===== src/hdl/rsfp_pkg.sv =====
package rsfp_pkg;

  // Fixed frame layout.
  localparam logic [7:0] SYNC_BYTE    = 8'hAA;
  localparam int         SYNC_BYTES   = 4;
  localparam int         HEADER_BYTES = 10;
  localparam int         POINT_BYTES  = 15;
  localparam int         STAMP_BYTES  = 4;

  // Header byte positions after the sync run.
  localparam logic [7:0] POS_ADDRESS = 8'd4;
  localparam logic [7:0] POS_COMMAND = 8'd5;
  localparam logic [7:0] POS_LEN_LOW = 8'd8;
  localparam logic [7:0] POS_LEN_HIGH = 8'd9;

  // Configuration register indexes.
  localparam logic [1:0] CFG_DEVICE_ADDRESS  = 2'd0;
  localparam logic [1:0] CFG_MEASURE_COMMAND = 2'd1;
  localparam logic [1:0] CFG_TIMEOUT_TICKS   = 2'd2;

  localparam logic [15:0] TIMEOUT_RESET = 16'd100;

  // Input item kinds.
  localparam logic REQ_BYTE = 1'b0;
  localparam logic REQ_TICK = 1'b1;

  typedef enum logic [2:0] {
    EV_POINT   = 3'd0,
    EV_GOOD    = 3'd1,
    EV_BADSUM  = 3'd2,
    EV_FORMAT  = 3'd3,
    EV_TIMEOUT = 3'd4
  } event_kind_t;

  typedef struct packed {
    logic       req_type;
    logic [7:0] data_byte;
  } item_t;

  typedef struct packed {
    logic [7:0]  device_address;
    logic [7:0]  measure_command;
    logic [15:0] timeout_ticks;
  } cfg_t;

  typedef struct packed {
    event_kind_t        event_kind;
    logic [3:0]         point_index;
    logic signed [15:0] distance;
    logic [15:0]        noise_level;
    logic [31:0]        peak_value;
    logic [7:0]         confidence_level;
    logic [31:0]        integration_time;
    logic signed [15:0] reference_tof;
    logic [31:0]        frame_timestamp;
    logic [31:0]        good_frames;
  } result_t;

endpackage


===== src/hdl/ranging_sensor_frame_parser_unit.sv =====
// Channel   Handshake            Payload
// in        in_valid / in_stall  req_type, data_byte
// out       out_valid / out_stall event_kind ... good_frames
// cfg       cfg_valid / cfg_ready cfg_index, cfg_data
//
// One item per cycle unless out_stall holds the output; each result is registered in the output register.
// The input register holds one item while a stalled result waits in the output register.
// The parse itself is combinational: byte compare, 8-bit add and field select.
// Synchronous reset clears control state and loads register defaults.
// Configuration writes are always accepted (cfg_ready is held high).
module ranging_sensor_frame_parser_unit import rsfp_pkg::*; #(
  parameter int POINTS_PER_FRAME = 12
) (
  input  logic               clk,
  input  logic               rst,
  input  logic               in_valid,
  output logic               in_stall,
  input  logic               req_type,
  input  logic [7:0]         data_byte,
  output logic               out_valid,
  input  logic               out_stall,
  output logic [2:0]         event_kind,
  output logic [3:0]         point_index,
  output logic signed [15:0] distance,
  output logic [15:0]        noise_level,
  output logic [31:0]        peak_value,
  output logic [7:0]         confidence_level,
  output logic [31:0]        integration_time,
  output logic signed [15:0] reference_tof,
  output logic [31:0]        frame_timestamp,
  output logic [31:0]        good_frames,
  input  logic               cfg_valid,
  output logic               cfg_ready,
  input  logic [1:0]         cfg_index,
  input  logic [15:0]        cfg_data
);

  cfg_t    cfg;
  item_t   hold_item;
  result_t result;
  result_t out_result;
  logic    hold_valid;
  logic    advance;
  logic    emit;
  logic    out_free;

  assign cfg_ready = 1'b1;

  // Configuration registers.
  always_ff @(posedge clk) begin
    if (rst) begin
      cfg.device_address  <= '0;
      cfg.measure_command <= '0;
      cfg.timeout_ticks   <= TIMEOUT_RESET;
    end else if (cfg_valid && cfg_ready) begin
      case (cfg_index)
        CFG_DEVICE_ADDRESS:  cfg.device_address  <= cfg_data[7:0];
        CFG_MEASURE_COMMAND: cfg.measure_command <= cfg_data[7:0];
        CFG_TIMEOUT_TICKS:   cfg.timeout_ticks   <= cfg_data;
        default: ;
      endcase
    end
  end

  rsfp_in_stage u_in_stage (
    .clk        (clk),
    .rst        (rst),
    .in_valid   (in_valid),
    .in_stall   (in_stall),
    .req_type   (req_type),
    .data_byte  (data_byte),
    .advance    (advance),
    .hold_valid (hold_valid),
    .hold_item  (hold_item)
  );

  rsfp_core #(
    .POINTS_PER_FRAME (POINTS_PER_FRAME)
  ) u_core (
    .clk        (clk),
    .rst        (rst),
    .cfg        (cfg),
    .hold_valid (hold_valid),
    .hold_item  (hold_item),
    .out_free   (out_free),
    .advance    (advance),
    .emit       (emit),
    .result     (result)
  );

  rsfp_out_stage u_out_stage (
    .clk        (clk),
    .rst        (rst),
    .load       (advance && emit),
    .result     (result),
    .out_free   (out_free),
    .out_valid  (out_valid),
    .out_stall  (out_stall),
    .out_result (out_result)
  );

  // Result fields.
  assign event_kind       = out_result.event_kind;
  assign point_index      = out_result.point_index;
  assign distance         = out_result.distance;
  assign noise_level      = out_result.noise_level;
  assign peak_value       = out_result.peak_value;
  assign confidence_level = out_result.confidence_level;
  assign integration_time = out_result.integration_time;
  assign reference_tof    = out_result.reference_tof;
  assign frame_timestamp  = out_result.frame_timestamp;
  assign good_frames      = out_result.good_frames;

endmodule


===== src/hdl/rsfp_in_stage.sv =====
module rsfp_in_stage import rsfp_pkg::*; (
  input  logic  clk,
  input  logic  rst,
  input  logic  in_valid,
  output logic  in_stall,
  input  logic  req_type,
  input  logic  [7:0] data_byte,
  input  logic  advance,
  output logic  hold_valid,
  output item_t hold_item
);

  logic accept;

  // The held item blocks a new one only when it cannot move on this cycle.
  assign in_stall = hold_valid && !advance;
  assign accept   = in_valid && !in_stall;

  always_ff @(posedge clk) begin
    if (rst) begin
      hold_valid <= 1'b0;
    end else if (accept) begin
      hold_valid <= 1'b1;
    end else if (advance) begin
      hold_valid <= 1'b0;
    end
  end

  // Payload needs no reset.
  always_ff @(posedge clk) begin
    if (accept) begin
      hold_item.req_type  <= req_type;
      hold_item.data_byte <= data_byte;
    end
  end

endmodule


===== src/hdl/rsfp_core.sv =====
module rsfp_core import rsfp_pkg::*; #(
  parameter int POINTS_PER_FRAME = 12
) (
  input  logic    clk,
  input  logic    rst,
  input  cfg_t    cfg,
  input  logic    hold_valid,
  input  item_t   hold_item,
  input  logic    out_free,
  output logic    advance,
  output logic    emit,
  output result_t result
);

  localparam logic [7:0] EXPECTED_LENGTH = 8'(POINT_BYTES * POINTS_PER_FRAME + STAMP_BYTES);
  localparam logic [7:0] POINTS_END      = 8'(HEADER_BYTES + POINT_BYTES * POINTS_PER_FRAME);
  localparam logic [7:0] CHECKSUM_POS    = 8'(HEADER_BYTES + POINT_BYTES * POINTS_PER_FRAME
                                              + STAMP_BYTES);
  localparam logic [7:0] SYNC_END        = 8'(SYNC_BYTES);
  localparam logic [7:0] HEADER_END      = 8'(HEADER_BYTES);
  localparam logic [3:0] POINT_LAST      = 4'(POINT_BYTES - 1);

  // Frame control state.
  logic [7:0]  byte_position, byte_position_next;
  logic [7:0]  running_sum, running_sum_next;
  logic [7:0]  length_low, length_low_next;
  logic [3:0]  point_counter, point_counter_next;
  logic [3:0]  point_offset, point_offset_next;
  logic [31:0] frame_counter, frame_counter_next;
  logic [15:0] idle_ticks, idle_ticks_next;

  // Byte stores for the point being assembled and the timestamp.
  logic [7:0]  point_bytes [POINT_BYTES-1];
  logic [7:0]  stamp_bytes [STAMP_BYTES];
  logic        point_we;
  logic        stamp_we;
  logic [1:0]  stamp_offset;
  logic [7:0]  stamp_diff;

  logic [7:0]  b;
  logic        restart;
  logic        header_ok;

  assign b          = hold_item.data_byte;
  assign stamp_diff = byte_position - POINTS_END;
  assign stamp_offset = stamp_diff[1:0];
  assign advance    = hold_valid && (!emit || out_free);

  // Next-state and result logic for the held item.
  always_comb begin
    byte_position_next = byte_position;
    running_sum_next   = running_sum;
    length_low_next    = length_low;
    point_counter_next = point_counter;
    point_offset_next  = point_offset;
    frame_counter_next = frame_counter;
    idle_ticks_next    = idle_ticks;
    restart            = 1'b0;
    point_we           = 1'b0;
    stamp_we           = 1'b0;
    header_ok          = 1'b1;
    emit               = 1'b0;
    result             = '0;
    result.event_kind  = EV_POINT;

    if (hold_item.req_type == REQ_TICK) begin
      if (idle_ticks != '1) begin
        idle_ticks_next = idle_ticks + 16'd1;
      end
    end else if (idle_ticks > cfg.timeout_ticks) begin
      idle_ticks_next   = '0;
      restart           = 1'b1;
      emit              = 1'b1;
      result.event_kind = EV_TIMEOUT;
    end else begin
      idle_ticks_next = '0;
      if (byte_position < SYNC_END) begin
        // Sync run.
        if (b == SYNC_BYTE) begin
          byte_position_next = byte_position + 8'd1;
        end else begin
          restart           = 1'b1;
          emit              = 1'b1;
          result.event_kind = EV_FORMAT;
        end
      end else if (byte_position < HEADER_END) begin
        // Header: address, command, ignored offset, length.
        if (byte_position == POS_ADDRESS) begin
          header_ok = (b == cfg.device_address);
        end else if (byte_position == POS_COMMAND) begin
          header_ok = (b == cfg.measure_command);
        end else if (byte_position == POS_LEN_LOW) begin
          length_low_next = b;
        end else if (byte_position == POS_LEN_HIGH) begin
          header_ok = (b == 8'd0) && (length_low == EXPECTED_LENGTH);
        end
        if (header_ok) begin
          running_sum_next   = running_sum + b;
          byte_position_next = byte_position + 8'd1;
        end else begin
          restart           = 1'b1;
          emit              = 1'b1;
          result.event_kind = EV_FORMAT;
        end
      end else if (byte_position < POINTS_END) begin
        // Measurement points; the last byte completes and emits one.
        running_sum_next   = running_sum + b;
        byte_position_next = byte_position + 8'd1;
        if (point_offset == POINT_LAST) begin
          point_offset_next       = '0;
          point_counter_next      = point_counter + 4'd1;
          emit                    = 1'b1;
          result.point_index      = point_counter;
          result.distance         = {point_bytes[1], point_bytes[0]};
          result.noise_level      = {point_bytes[3], point_bytes[2]};
          result.peak_value       = {point_bytes[7], point_bytes[6],
                                     point_bytes[5], point_bytes[4]};
          result.confidence_level = point_bytes[8];
          result.integration_time = {point_bytes[12], point_bytes[11],
                                     point_bytes[10], point_bytes[9]};
          result.reference_tof    = {b, point_bytes[13]};
        end else begin
          point_we          = 1'b1;
          point_offset_next = point_offset + 4'd1;
        end
      end else if (byte_position < CHECKSUM_POS) begin
        // Timestamp bytes.
        stamp_we           = 1'b1;
        running_sum_next   = running_sum + b;
        byte_position_next = byte_position + 8'd1;
      end else begin
        // Checksum byte closes the frame either way.
        restart                = 1'b1;
        emit                   = 1'b1;
        result.frame_timestamp = {stamp_bytes[3], stamp_bytes[2],
                                  stamp_bytes[1], stamp_bytes[0]};
        if (b == running_sum) begin
          frame_counter_next = frame_counter + 32'd1;
          result.event_kind  = EV_GOOD;
        end else begin
          result.event_kind  = EV_BADSUM;
        end
      end
    end

    if (restart) begin
      byte_position_next = '0;
      running_sum_next   = '0;
      length_low_next    = '0;
      point_counter_next = '0;
      point_offset_next  = '0;
    end

    result.good_frames = frame_counter_next;
  end

  // Control state.
  always_ff @(posedge clk) begin
    if (rst) begin
      byte_position <= '0;
      running_sum   <= '0;
      length_low    <= '0;
      point_counter <= '0;
      point_offset  <= '0;
      frame_counter <= '0;
      idle_ticks    <= '0;
    end else if (advance) begin
      byte_position <= byte_position_next;
      running_sum   <= running_sum_next;
      length_low    <= length_low_next;
      point_counter <= point_counter_next;
      point_offset  <= point_offset_next;
      frame_counter <= frame_counter_next;
      idle_ticks    <= idle_ticks_next;
    end
  end

  // Byte stores; every byte is written before it is read within a frame.
  always_ff @(posedge clk) begin
    if (advance && point_we) begin
      point_bytes[point_offset] <= b;
    end
    if (advance && stamp_we) begin
      stamp_bytes[stamp_offset] <= b;
    end
  end

  // The checksum only starts after the sync run.
  a_sum_clear_in_sync: assert property (@(posedge clk) disable iff (rst)
    (byte_position < SYNC_END) |-> (running_sum == 8'd0))
    else $error("running sum nonzero during sync");

  // Position never passes the checksum byte.
  a_position_range: assert property (@(posedge clk) disable iff (rst)
    byte_position <= CHECKSUM_POS)
    else $error("byte position beyond checksum");

  // The point byte offset stays aligned with the point area.
  a_offset_idle: assert property (@(posedge clk) disable iff (rst)
    (byte_position <= HEADER_END || byte_position >= POINTS_END) |-> (point_offset == 4'd0))
    else $error("point offset out of step with frame position");

  // No more points are counted than a frame holds.
  a_point_count: assert property (@(posedge clk) disable iff (rst)
    {1'b0, point_counter} <= 5'(POINTS_PER_FRAME))
    else $error("point counter overrun");

  // A result is only produced while the following stage can take it.
  a_emit_room: assert property (@(posedge clk) disable iff (rst)
    (advance && emit) |-> out_free)
    else $error("result produced with no room");

endmodule


===== src/hdl/rsfp_out_stage.sv =====
module rsfp_out_stage import rsfp_pkg::*; (
  input  logic    clk,
  input  logic    rst,
  input  logic    load,
  input  result_t result,
  output logic    out_free,
  output logic    out_valid,
  input  logic    out_stall,
  output result_t out_result
);

  // The register can take a new result when empty or being drained.
  assign out_free = !out_valid || !out_stall;

  always_ff @(posedge clk) begin
    if (rst) begin
      out_valid <= 1'b0;
    end else if (load) begin
      out_valid <= 1'b1;
    end else if (!out_stall) begin
      out_valid <= 1'b0;
    end
  end

  always_ff @(posedge clk) begin
    if (load) begin
      out_result <= result;
    end
  end

endmodule


===== config.mk =====
export PLATFORM = sky130hd
export DESIGN_NAME = ranging_sensor_frame_parser_unit
export DESIGN_NICKNAME = d
export VERILOG_FILES = /design/src/hdl/rsfp_pkg.sv /design/src/hdl/ranging_sensor_frame_parser_unit.sv /design/src/hdl/rsfp_in_stage.sv /design/src/hdl/rsfp_core.sv /design/src/hdl/rsfp_out_stage.sv
export SDC_FILE = /design/constraint.sdc
export NUM_CORES = 1
export LEC_CHECK = 0
export BUFFER_PORTS_ARGS = -buffer_cell sky130_fd_sc_hd__buf_2
export CAP_MARGIN = 20
export CORE_ASPECT_RATIO = 1.1
export CORE_MARGIN = 8
export CORE_UTILIZATION = 55
export DETAILED_ROUTE_END_ITERATION = 8
export GPL_TIMING_DRIVEN = 0
export HOLD_SLACK_MARGIN = 0.12
export PLACE_DENSITY = 0.76
export SLEW_MARGIN = 0
export SYNTH_ARGS = -nofsm -noshare
export SYNTH_HDL_FRONTEND = slang
export SYNTH_SLANG_ARGS = --single-unit

===== constraint.sdc =====
create_clock -name clk -period 16.35 [get_ports clk]
set_input_delay 3.27 -clock clk [delete_from_list [all_inputs] [get_ports clk]]
set_output_delay 3.27 -clock clk [all_outputs]
set_load 0.01 [all_outputs]

==> results of run 1 <==
-- per-layer routing --
| layer | GRT usage, % | routed length (µm) |
|---|---|---|
| met5 | 0 | 13 |
| met4 | 6.852 | 1164 |
| met3 | 3.981 | 2944 |
| met2 | 36.53 | 20950 |
| met1 | 25.85 | 17100 |
-- registers in the layout (all words and copies together), names as in the netlist, 31 cells and up --
name                    cells
u_out_stage.out_result     48
cfg                        32
peak_value                 32
integration_time           32
frame_timestamp            31
u_core.stamp_bytes         32
u_core.frame_counter       32
u_core.point_bytes        112
-- cells by family after synthesis --
logic type,count (synthesis)
xor+xnor,60
buf+inv,108
mux,31
compound gates,187
flops,458
fa+ha+maj,31
other cells,1
simple gates,532
-- power by group through the flow --
stage	registers, µW	logic [µW]	clock network (µW)
2_1_floorplan	1300	40.0	0
3_3_place_gp	1300	67.6	0
3_5_place_dp	1290	80.8	0
4_1_cts	1270	81.2	992
5_1_grt	1270	88.2	1040
6_report	1270	80.8	973
-- synth_stat cells, types with 3 or more instances --
cell / number
buf_1: 11
or3_1: 11
or2_2: 3
a211oi_1: 5
nor4_2: 3
nand3b_1: 3
nand2b_1: 8
clkbuf_1: 54
nor3_1: 27
and3_1: 44
xor2_1: 25
mux2_2: 10
a211o_1: 4
a21o_1: 4
a21oi_1: 81
nand3_1: 45
o31ai_1: 20
buf_6: 3
nor2_1: 68
o41ai_1: 5
nand2_1: 87
inv_1: 28
o21bai_1: 3
nand4_1: 26
o21ai_0: 38
ha_1: 30
o2111ai_1: 4
or4_1: 24
and2_1: 136
nor4_1: 12
nor2b_1: 17
buf_2: 11
edfxtp_1: 344
dfxtp_1: 114
a31oi_1: 4
mux2i_1: 20
and4_1: 3
xnor2_1: 35
-- path summary, 6_finish.rpt --
path                                 from               end  slack, ns  cells after the start
hold / removal                     cfg[1]            cfg[1]       0.45                      2
setup reg to reg  u_in_stage.hold_item[7]  reference_tof[5]      11.25                     12
hold reg to reg                    cfg[1]            cfg[1]       0.45                      2
setup / recovery                out_stall          in_stall       8.82                      4
-- layout make-up --
| type | count | area [µm²] |
|---|---|---|
| plain buffers | 80 | 340.3 |
| clock buffers | 63 | 1212 |
| well taps | 432 | 540.5 |
| fillers | 2443 | 11290 |
| flip-flops and latches | 458 | 12610 |
| diodes | 1 | 2.502 |
| clock inverters | 18 | 175.2 |
| repair buffers | 242 | 1411 |
| multi-input cells | 842 | 5409 |
| inverters | 28 | 112.6 |
-- critical path: cells and delay by family --
| family | cells | cell delay, ns |
|---|---|---|
| buffers and inverters | 2 | 0.32 |
| and+or+nand+nor | 2 | 0.67 |
-- cells in the final DEF, fill, tap and decap left out, types with 10 or more instances in the layout --
cell type | synthesis | layout
clkbuf_1 | 54 | 69
buf_2 | 11 | 237
inv_1 | 28 | 27
o21ai_0 | 38 | 38
nand4_1 | 26 | 26
and3_1 | 44 | 44
mux2_2 | 10 | 10
buf_1 | 11 | 11
or3_1 | 11 | 11
nand3_1 | 45 | 45
ha_1 | 30 | 30
and2_1 | 136 | 136
nor2_1 | 68 | 68
or4_1 | 24 | 24
nor3_1 | 27 | 27
o31ai_1 | 20 | 20
dfxtp_1 | 114 | 114
clkbuf_16 | 0 | 44
xor2_1 | 25 | 25
xnor2_1 | 35 | 35
mux2i_1 | 20 | 20
edfxtp_1 | 344 | 344
a21oi_1 | 81 | 81
nor2b_1 | 17 | 17
nand2_1 | 87 | 87
-- through the flow --
step | instances | util (%) | hold slack, ns | instance area, µm²
after CTS | 2158 | 65.79 | 0.4561 | 21780
after detailed placement | 2077 | 61.60 | 0.4479 | 20390
after floorplan | 1408 | - | 0.4356 | 18440
final | 2164 | 65.90 | 0.4541 | 21820
after global placement | 2063 | 60.69 | 0.4423 | 20090
after global routing | 2164 | 65.90 | 0.4759 | 21820
==> summary by stage, run 1 <==
Yosys
Summed over all instances, the cell type with the most area after synthesis is edfxtp_1. The xor/xnor cell area share of the yosys netlist is ~2.9%. Summing the areas of all compound-gate instances in the mapped netlist gives about 6.3% of the synthesized area. Multiplexer cells account for under 10% of the synthesized area. After technology mapping, the gate count stands at about 1,400. The synthesized netlist net count is 1,471. By area, the combinational part of the netlist is dominated by simple AND/OR/NAND/NOR gates.

Averaged over all synthesized cells, the footprint is about 13 µm². In this run, synthesis produced a sequential element count of approximately 460. The proportion of synthesized flip-flops having asynchronous set or reset is 0%. The Yosys step of the flow raised 0 warnings. The leading register cell type out of synthesis is edfxtp_1. The share of the Yosys chip area taken by registers is 68.41%. After synthesis, the cell types taking the most area are edfxtp_1 (56%), dfxtp_1 (12%), and2_1 (4.6%), a21oi_1 (2.2%), ha_1 (2.0%). After synthesis, the netlist uses 69 different library cells. The adder-cell share of the synthesized area is under 10%. In this run, synthesis inferred ~340 flip-flops with an integrated enable. The share of synthesized area in the top cell type comes to a little under three fifths. The post-synthesis instance area is ~0.018 mm². After Yosys synthesis, and, or, nand and nor cells account for 16.06% of the synthesized area.

Power and ir drop
The leakage power total is 0.008415 µW. Sequential cells account for 54.6% of the total power. The combinational cell fraction of total power is between 3 and 4%. For this design the total switching power over the nets is about 490 µW.

VDD sags by at most 0.00007334 V. The net switching fraction of the power is 20.89%. The total power density per cell area is 106.4 mW/mm².

The internal power of the cells totals around 1800 µW. The clock network fraction of total power is a little over two fifths. Power comes to 2322 µW.

Setup path
The worst setup path category is input pin to output port. The required time of the critical path is about 13 ns. The delay contributed by the slowest stage of the critical path is 0.54 ns.

The nature of the critical path startpoint is an input pin. The signal on the critical path passes through buf_2, nand2_1, nor3b_1, buf_2. Of all nets on the critical path, the largest fanout is 4. The slowest cell on the critical path is nor3b_1. The worst setup path is captured at an output port. For the worst setup path, the data arrival time is 4.26 ns. Among the stages of the critical path, the cell type that occurs most often is buf_2.

Timing
The accumulated negative setup slack is 0 ns. The total count of max-transition violations in the final report is 0. The worst path needs roughly 7.5 ns of the cycle, external delays included.

For the final database, setup skew stands at 0.01831 ns. Setup repair after global routing left no endpoint under its margin. For this run, the top clock speed supported by timing is ~0.13 GHz. The final hold violation count came to 0.

The tightest slew margin relative to the limit is between 20 and 25%. The slew at the pin closest to its max-slew limit is about 1.2 ns. After layout, the worst setup slack is about 9 ns. Setup violations remaining at the end of the flow were counted as 0.

The portion of the clock cycle consumed by the worst path in the final layout is a little under half.

Clocking
TritonCTS built the clock tree. The count of hold-fix buffers inserted at cts is 0. In this run, post-CTS repair resized a total of 0 instances.

The worst-skew pair later-pin latency is 0.56 ns. The post-CTS clock slew at the launch and capture registers of the worst setup and hold paths is roughly 0.060 ns. The clock root buffer is clkbuf_16.

The post-CTS setup buffer count is 0. The H-tree generated during clock tree synthesis spans 2 levels. TritonCTS created 44 clock buffers.

The clock drives 458 sinks. The longest clock path from root to sink contains 3 buffers.

Global route
The largest net degree at the start of global routing is 141. The initial antenna violation count was 2. Across every metal layer, demand over resource in global routing totals 20.98%. The number of global-route vias before repair is roughly 12,000. The global route total overflow is 0. The global-route wire length before repair is ~66,000 µm.

Place
The routability congestion estimate is roughly 0.9. The HPWL reported at the end of detailed placement is roughly 29,000 µm. The post-placement worst setup slack is roughly 8.9 ns.

The number of I/O port buffers is approximately 220.

Routing
The count of TritonRoute iterations in the first routing pass is 5. The routed length per instance is 19.49 µm. The vias after detailed routing is about 12,000. The final wirelength is around 42,000 µm.

The number of DRC markers after the initial detailed-route iteration is slightly above 900. The number of remaining DRC errors is 0. The average vias per placed instance is about 5.6. The count of nets left with antenna violations once routing finished came out at 0.

Layout
The share of final-layout standard cells stronger than drive strength 1 is about 20%. After the last flow step, the layout net total stands at ~1,800. The layout overhead on the synthesized area is 18.34%.

Floorplanning
The initial utilization of the core area, before any placement, comes to approximately 56%. The number of top-level pins is roughly 230. Measured along the y axis, the die boundary spans between 200 and 250 µm.

The die is ~190 µm wide. The site row count is 70. After floorplanning, the core was sized to cover 0.03311 mm². The area of the die is around 0.040 mm².

Run
The number of max-cap violations is 0.

Run status
The flow ran to the end, and the final reports show no timing, DRC or antenna violations.

Worst hold path
The tightest min-delay check is of the register to register type.
Power figures use the tool's default switching activity.
==> run 2, diff against run 1 <==
--- a/config.mk
+++ b/config.mk
@@ -5,6 +5,7 @@
 export SDC_FILE = /design/constraint.sdc
 export NUM_CORES = 1
 export LEC_CHECK = 0
+export ABC_AREA = 1
 export BUFFER_PORTS_ARGS = -buffer_cell sky130_fd_sc_hd__buf_2
 export CAP_MARGIN = 20
 export CORE_ASPECT_RATIO = 1.1
==> constraint.sdc (replaced) <==
create_clock -name clk -period 7.85 [get_ports clk]
set_input_delay 1.57 -clock clk [delete_from_list [all_inputs] [get_ports clk]]
set_output_delay 1.57 -clock clk [all_outputs]
set_load 0.01 [all_outputs]
==> summary by stage, run 2 <==
Setup path
The nature of the critical path startpoint is a register. The worst setup path is of the register to output port kind. The depth of the worst register-to-register path is 15 (+3). The signal arrival time at the worst endpoint came to 3.33 ns (-0.93 ns). The most critical setup path has its endpoint at in_stall.

The internal reg-to-reg setup slack was 3.48 ns (-7.77 ns). In this run the worst setup path begins at u_in_stage.hold_item[3]. The endpoint identified for the worst register-to-register timing path is peak_value[31]. The startpoint identified for the worst register-to-register timing path is u_in_stage.hold_item[3]. The required time of the critical path is 6.28 ns (-6.80 ns). The largest fanout on the critical path was 24 (+20). The endpoint class of the critical path is an output port.

Layout
The number of flip-flops under the largest register name was 112 (unchanged). Ranked by flip-flop count, first place goes to u_core.point_bytes. The fill cell total of the finished layout came to 2,766 (+13%). The number of antenna cells inserted is 0 (-1). The total number of nets in the final design is 2,242 (+27%).

The share of final-layout standard cells stronger than drive strength 1 is 16.49% (-3.8 points). The largest registers in the layout are u_core.point_bytes: 112 flops, u_out_stage.out_result: 48 flops. The area growth from synthesis to layout is 16.87%. The utilization of the core after routing was 64.59% (-1.3 points). The library cells used most frequently in the layout, excluding fill and tap cells, are nor2_1 (367), edfxtp_1 (344), nand2_1 (324).

The most common library cell in the layout ignoring fill and taps is nor2_1.

Yosys
The proportion of synthesized flip-flops having asynchronous set or reset came to 0% (unchanged). In the post-synthesis netlist, the cell with the most instances is nor2_1. The sequential share of the synthesized area is 65.46% (-3.0 points). The share of the synthesized area in the top cell type is 53.62% (-2.4 points).

The synthesized netlist net count is 1,961 (+33%). The total number of yosys warnings is 0 (unchanged). The number of unique standard cell types used by synthesis is 48 (-30%). The leading register cell type out of synthesis is edfxtp_1. In the post-synthesis netlist, the biggest area contributors are edfxtp_1 (54%), dfxtp_1 (12%), nor2_1 (7.2%), nand2_1 (6.3%), inv_1 (5.3%). The post-synthesis instance area was 0.01927 mm² (+4.5%). The count of flip-flops with a built-in enable after synthesis is 344 (unchanged). After synthesis, the most frequently instantiated cells are nor2_1 (367), edfxtp_1 (344), nand2_1 (324), inv_1 (270), dfxtp_1 (114).

The number of synthesized register bits is 458 (unchanged). The mean post-synth cell area was 10.15 µm² (-22%). edfxtp_1 takes more of the synthesized area than any other cell. The instance count of the mapped netlist is 1,898 (+35%).

Global route
The global-route wire length before repair is 70,750 µm (+7.4%). The global route total overflow is 0 (unchanged). The total routing resource utilization after global routing is 21.34% (+0.36 points). The number of global-route vias before repair was 13,430 (+12%).

The largest net degree at the start of global routing is 129 (-8.5%). The initial antenna violation count was 1 (-1).

Timing
Setup repair after global routing left no endpoint under its margin. The tightest slew margin relative to the limit is 23.64% (+1.6 points). The total count of max-transition violations in the final report is 0 (unchanged). The maximum frequency from static timing analysis is just over 0.2 GHz. The worst clock skew is 0.02312 ns (+0.004810 ns). The accumulated negative setup slack is 0 ns (unchanged). The routed design could run at a clock period as short as 4.896 ns. The number of failing setup endpoints in the final timing report was 0 (unchanged). The final hold violation count is 0 (unchanged).

The slew at the pin closest to its max-slew limit is 1.145 ns (-0.02435 ns). After layout, the worst path uses between 60 and 70% of the clock period.

Routing
The routed length per instance is 16.83 µm (-14%). The final wirelength is 44,710 µm (+6.0%). The average vias per placed instance is 5.114 (-8.9%).

The count of TritonRoute iterations in the first routing pass came to 5 (unchanged). The post-route antenna net violation count is 0 (unchanged). The vias after detailed routing is 13,588 (+12%).

The number of DRC markers after the initial detailed-route iteration is 869 (-5.7%). The number of remaining DRC errors was 0 (unchanged).

Clocking
The total clock buffers created by CTS came to 44 (unchanged). The post-CTS setup buffer count came to 0 (unchanged). The clock tree from TritonCTS is done. The maximum buffer depth of the clock tree is 3 (unchanged).

The post-CTS clock slew at the launch and capture registers of the worst setup and hold paths is 0.06 ns (about the same). CTS placed an instance of clkbuf_16 at the clock tree root. The count of hold-fix buffers inserted at cts is 0 (unchanged).

The number of clock sinks seen by CTS is 458 (unchanged). The count of H-tree levels built during CTS is 2 (unchanged). The post-cts repair resize count is 0 (unchanged). The worst-skew pair later-pin latency came to 0.56 ns (about the same).

Worst hold path
The tightest min-delay check is of the register to register type. The number of instances on the worst hold path is 2 (unchanged).

Floorplanning
The vertical extent of the die came to 212.3 µm (+2.1%). The site row count is 72 (+2.9%). The number of top-level pins is 226 (unchanged).

The core region area is 0.03486 mm² (+5.3%). The width of the die was 194.5 µm (+2.0%). The area of the die is 0.04128 mm² (+4.1%). The effective utilization at floorplan was 55.26% (-0.42 points).

Power and ir drop
The leakage power total is 0.008974 µW (+6.6%). The maximum VDD drop was 0.0001885 V (+160%). The total power after layout is 5036 µW (+120%). The total power density per cell area is 223.6 mW/mm² (+110%).

Place
The routability congestion estimate is 0.9172 (+2.4%). The number of I/O port buffers is 224 (+0.45%). The HPWL reported at the end of detailed placement is 31,530 µm (+7.6%).

Run status
The run finished with clean final reports.

Run
The number of max-cap violations came to 0 (unchanged).
==> run 2: cell types whose count changed after synthesis, sizes merged, moves of 18 or more <==
| cell | previous run | this run |
|---|---|---|
| mux2i | 20 | 0 |
| o21ai | 39 | 79 |
| and2 | 136 | 1 |
| clkbuf | 54 | 36 |
| nand2 | 87 | 329 |
| o31ai | 20 | 0 |
| inv | 28 | 277 |
| and3 | 44 | 0 |
| or4 | 24 | 1 |
| nor2 | 69 | 374 |
| xnor2 | 35 | 16 |
==> run 2: layout make-up <==
type                            count  area (µm²)  area share, %
Buffer                             69       342.8          1.523
Clock buffer                       61        1215          5.396
Clock inverter                     19       171.4         0.7613
Inverter                          278        1054          4.679
Multi-Input combinational cell   1093        5265          23.38
Sequential cell                   458       12610          56.01
Tap cell                          444       555.5          2.467
Timing Repair Buffer              235        1301          5.779
==> run 2: worst max-delay path, cell delays in order, from the launching register on <==
cell      delay [ns]
edfxtp_1        1.09
inv_1           0.23
nand2_1         0.11
nand2_1         0.06
nor2_1          0.17
nand3_1         0.09
nor2_1          0.11
nor2_1          0.06
nand2_2         0.14
nand4_4         0.11
nand2_1         0.08
inv_1           0.09
nand3_1         0.17
inv_1           0.07
buf_2           0.14
==> run 2: how the worst min path moves through the flow <==
stage,from,endpoint
after floorplan,cfg[10],cfg[10]
after global placement,cfg[15],cfg[15]
after detailed placement,cfg[15],cfg[15]
after CTS,cfg[8],cfg[8]
after global routing,cfg[3],cfg[3]
final,cfg[1],cfg[1]
==> run 2: per-stage QoR <==
stage	setup slack (ns)	area (µm²)	std cells	hold slack [ns]
after floorplan	3.186	19270	1898	0.4353
after global placement	1.739	20940	2566	0.4541
after detailed placement	3.506	21120	2575	0.4591
after CTS	2.884	22500	2655	0.4717
after global routing	2.737	22520	2657	0.4842
final	2.954	22520	2657	0.4710
==> run 2: per-layer routing <==
metal,global-route usage (%),wire (µm),vias to the layer above
li1,-,-,6709
met1,25.54,18330,6407
met2,38.94,22700,399
met3,4.116,2697,71
met4,5.876,969,2
met5,0,13,-
==> run 2: kinds of logic (layout without fill, tap and decap cells) <==
| family | count (synthesis) | after routing | synth area share, % |
|---|---|---|---|
| AOI/OAI and AO/OA | 181 | 181 | 4.890 |
| DFF | 458 | 458 | 65.46 |
| and+or+nand+nor | 832 | 832 | 18.18 |
| buffers and inverters | 347 | 662 | 7.209 |
| other | 1 | 1 | 0.01946 |
| adders and majority gates | 31 | 31 | 2.052 |
| xor gates and xnor gates | 48 | 48 | 2.182 |
==> run 2: report_power, final <==
part / internal, µW / switching [µW]
Clock: 1150 / 880
Sequential: 2660 / 42.9
Combinational: 98.3 / 197
Total: 3920 / 1120
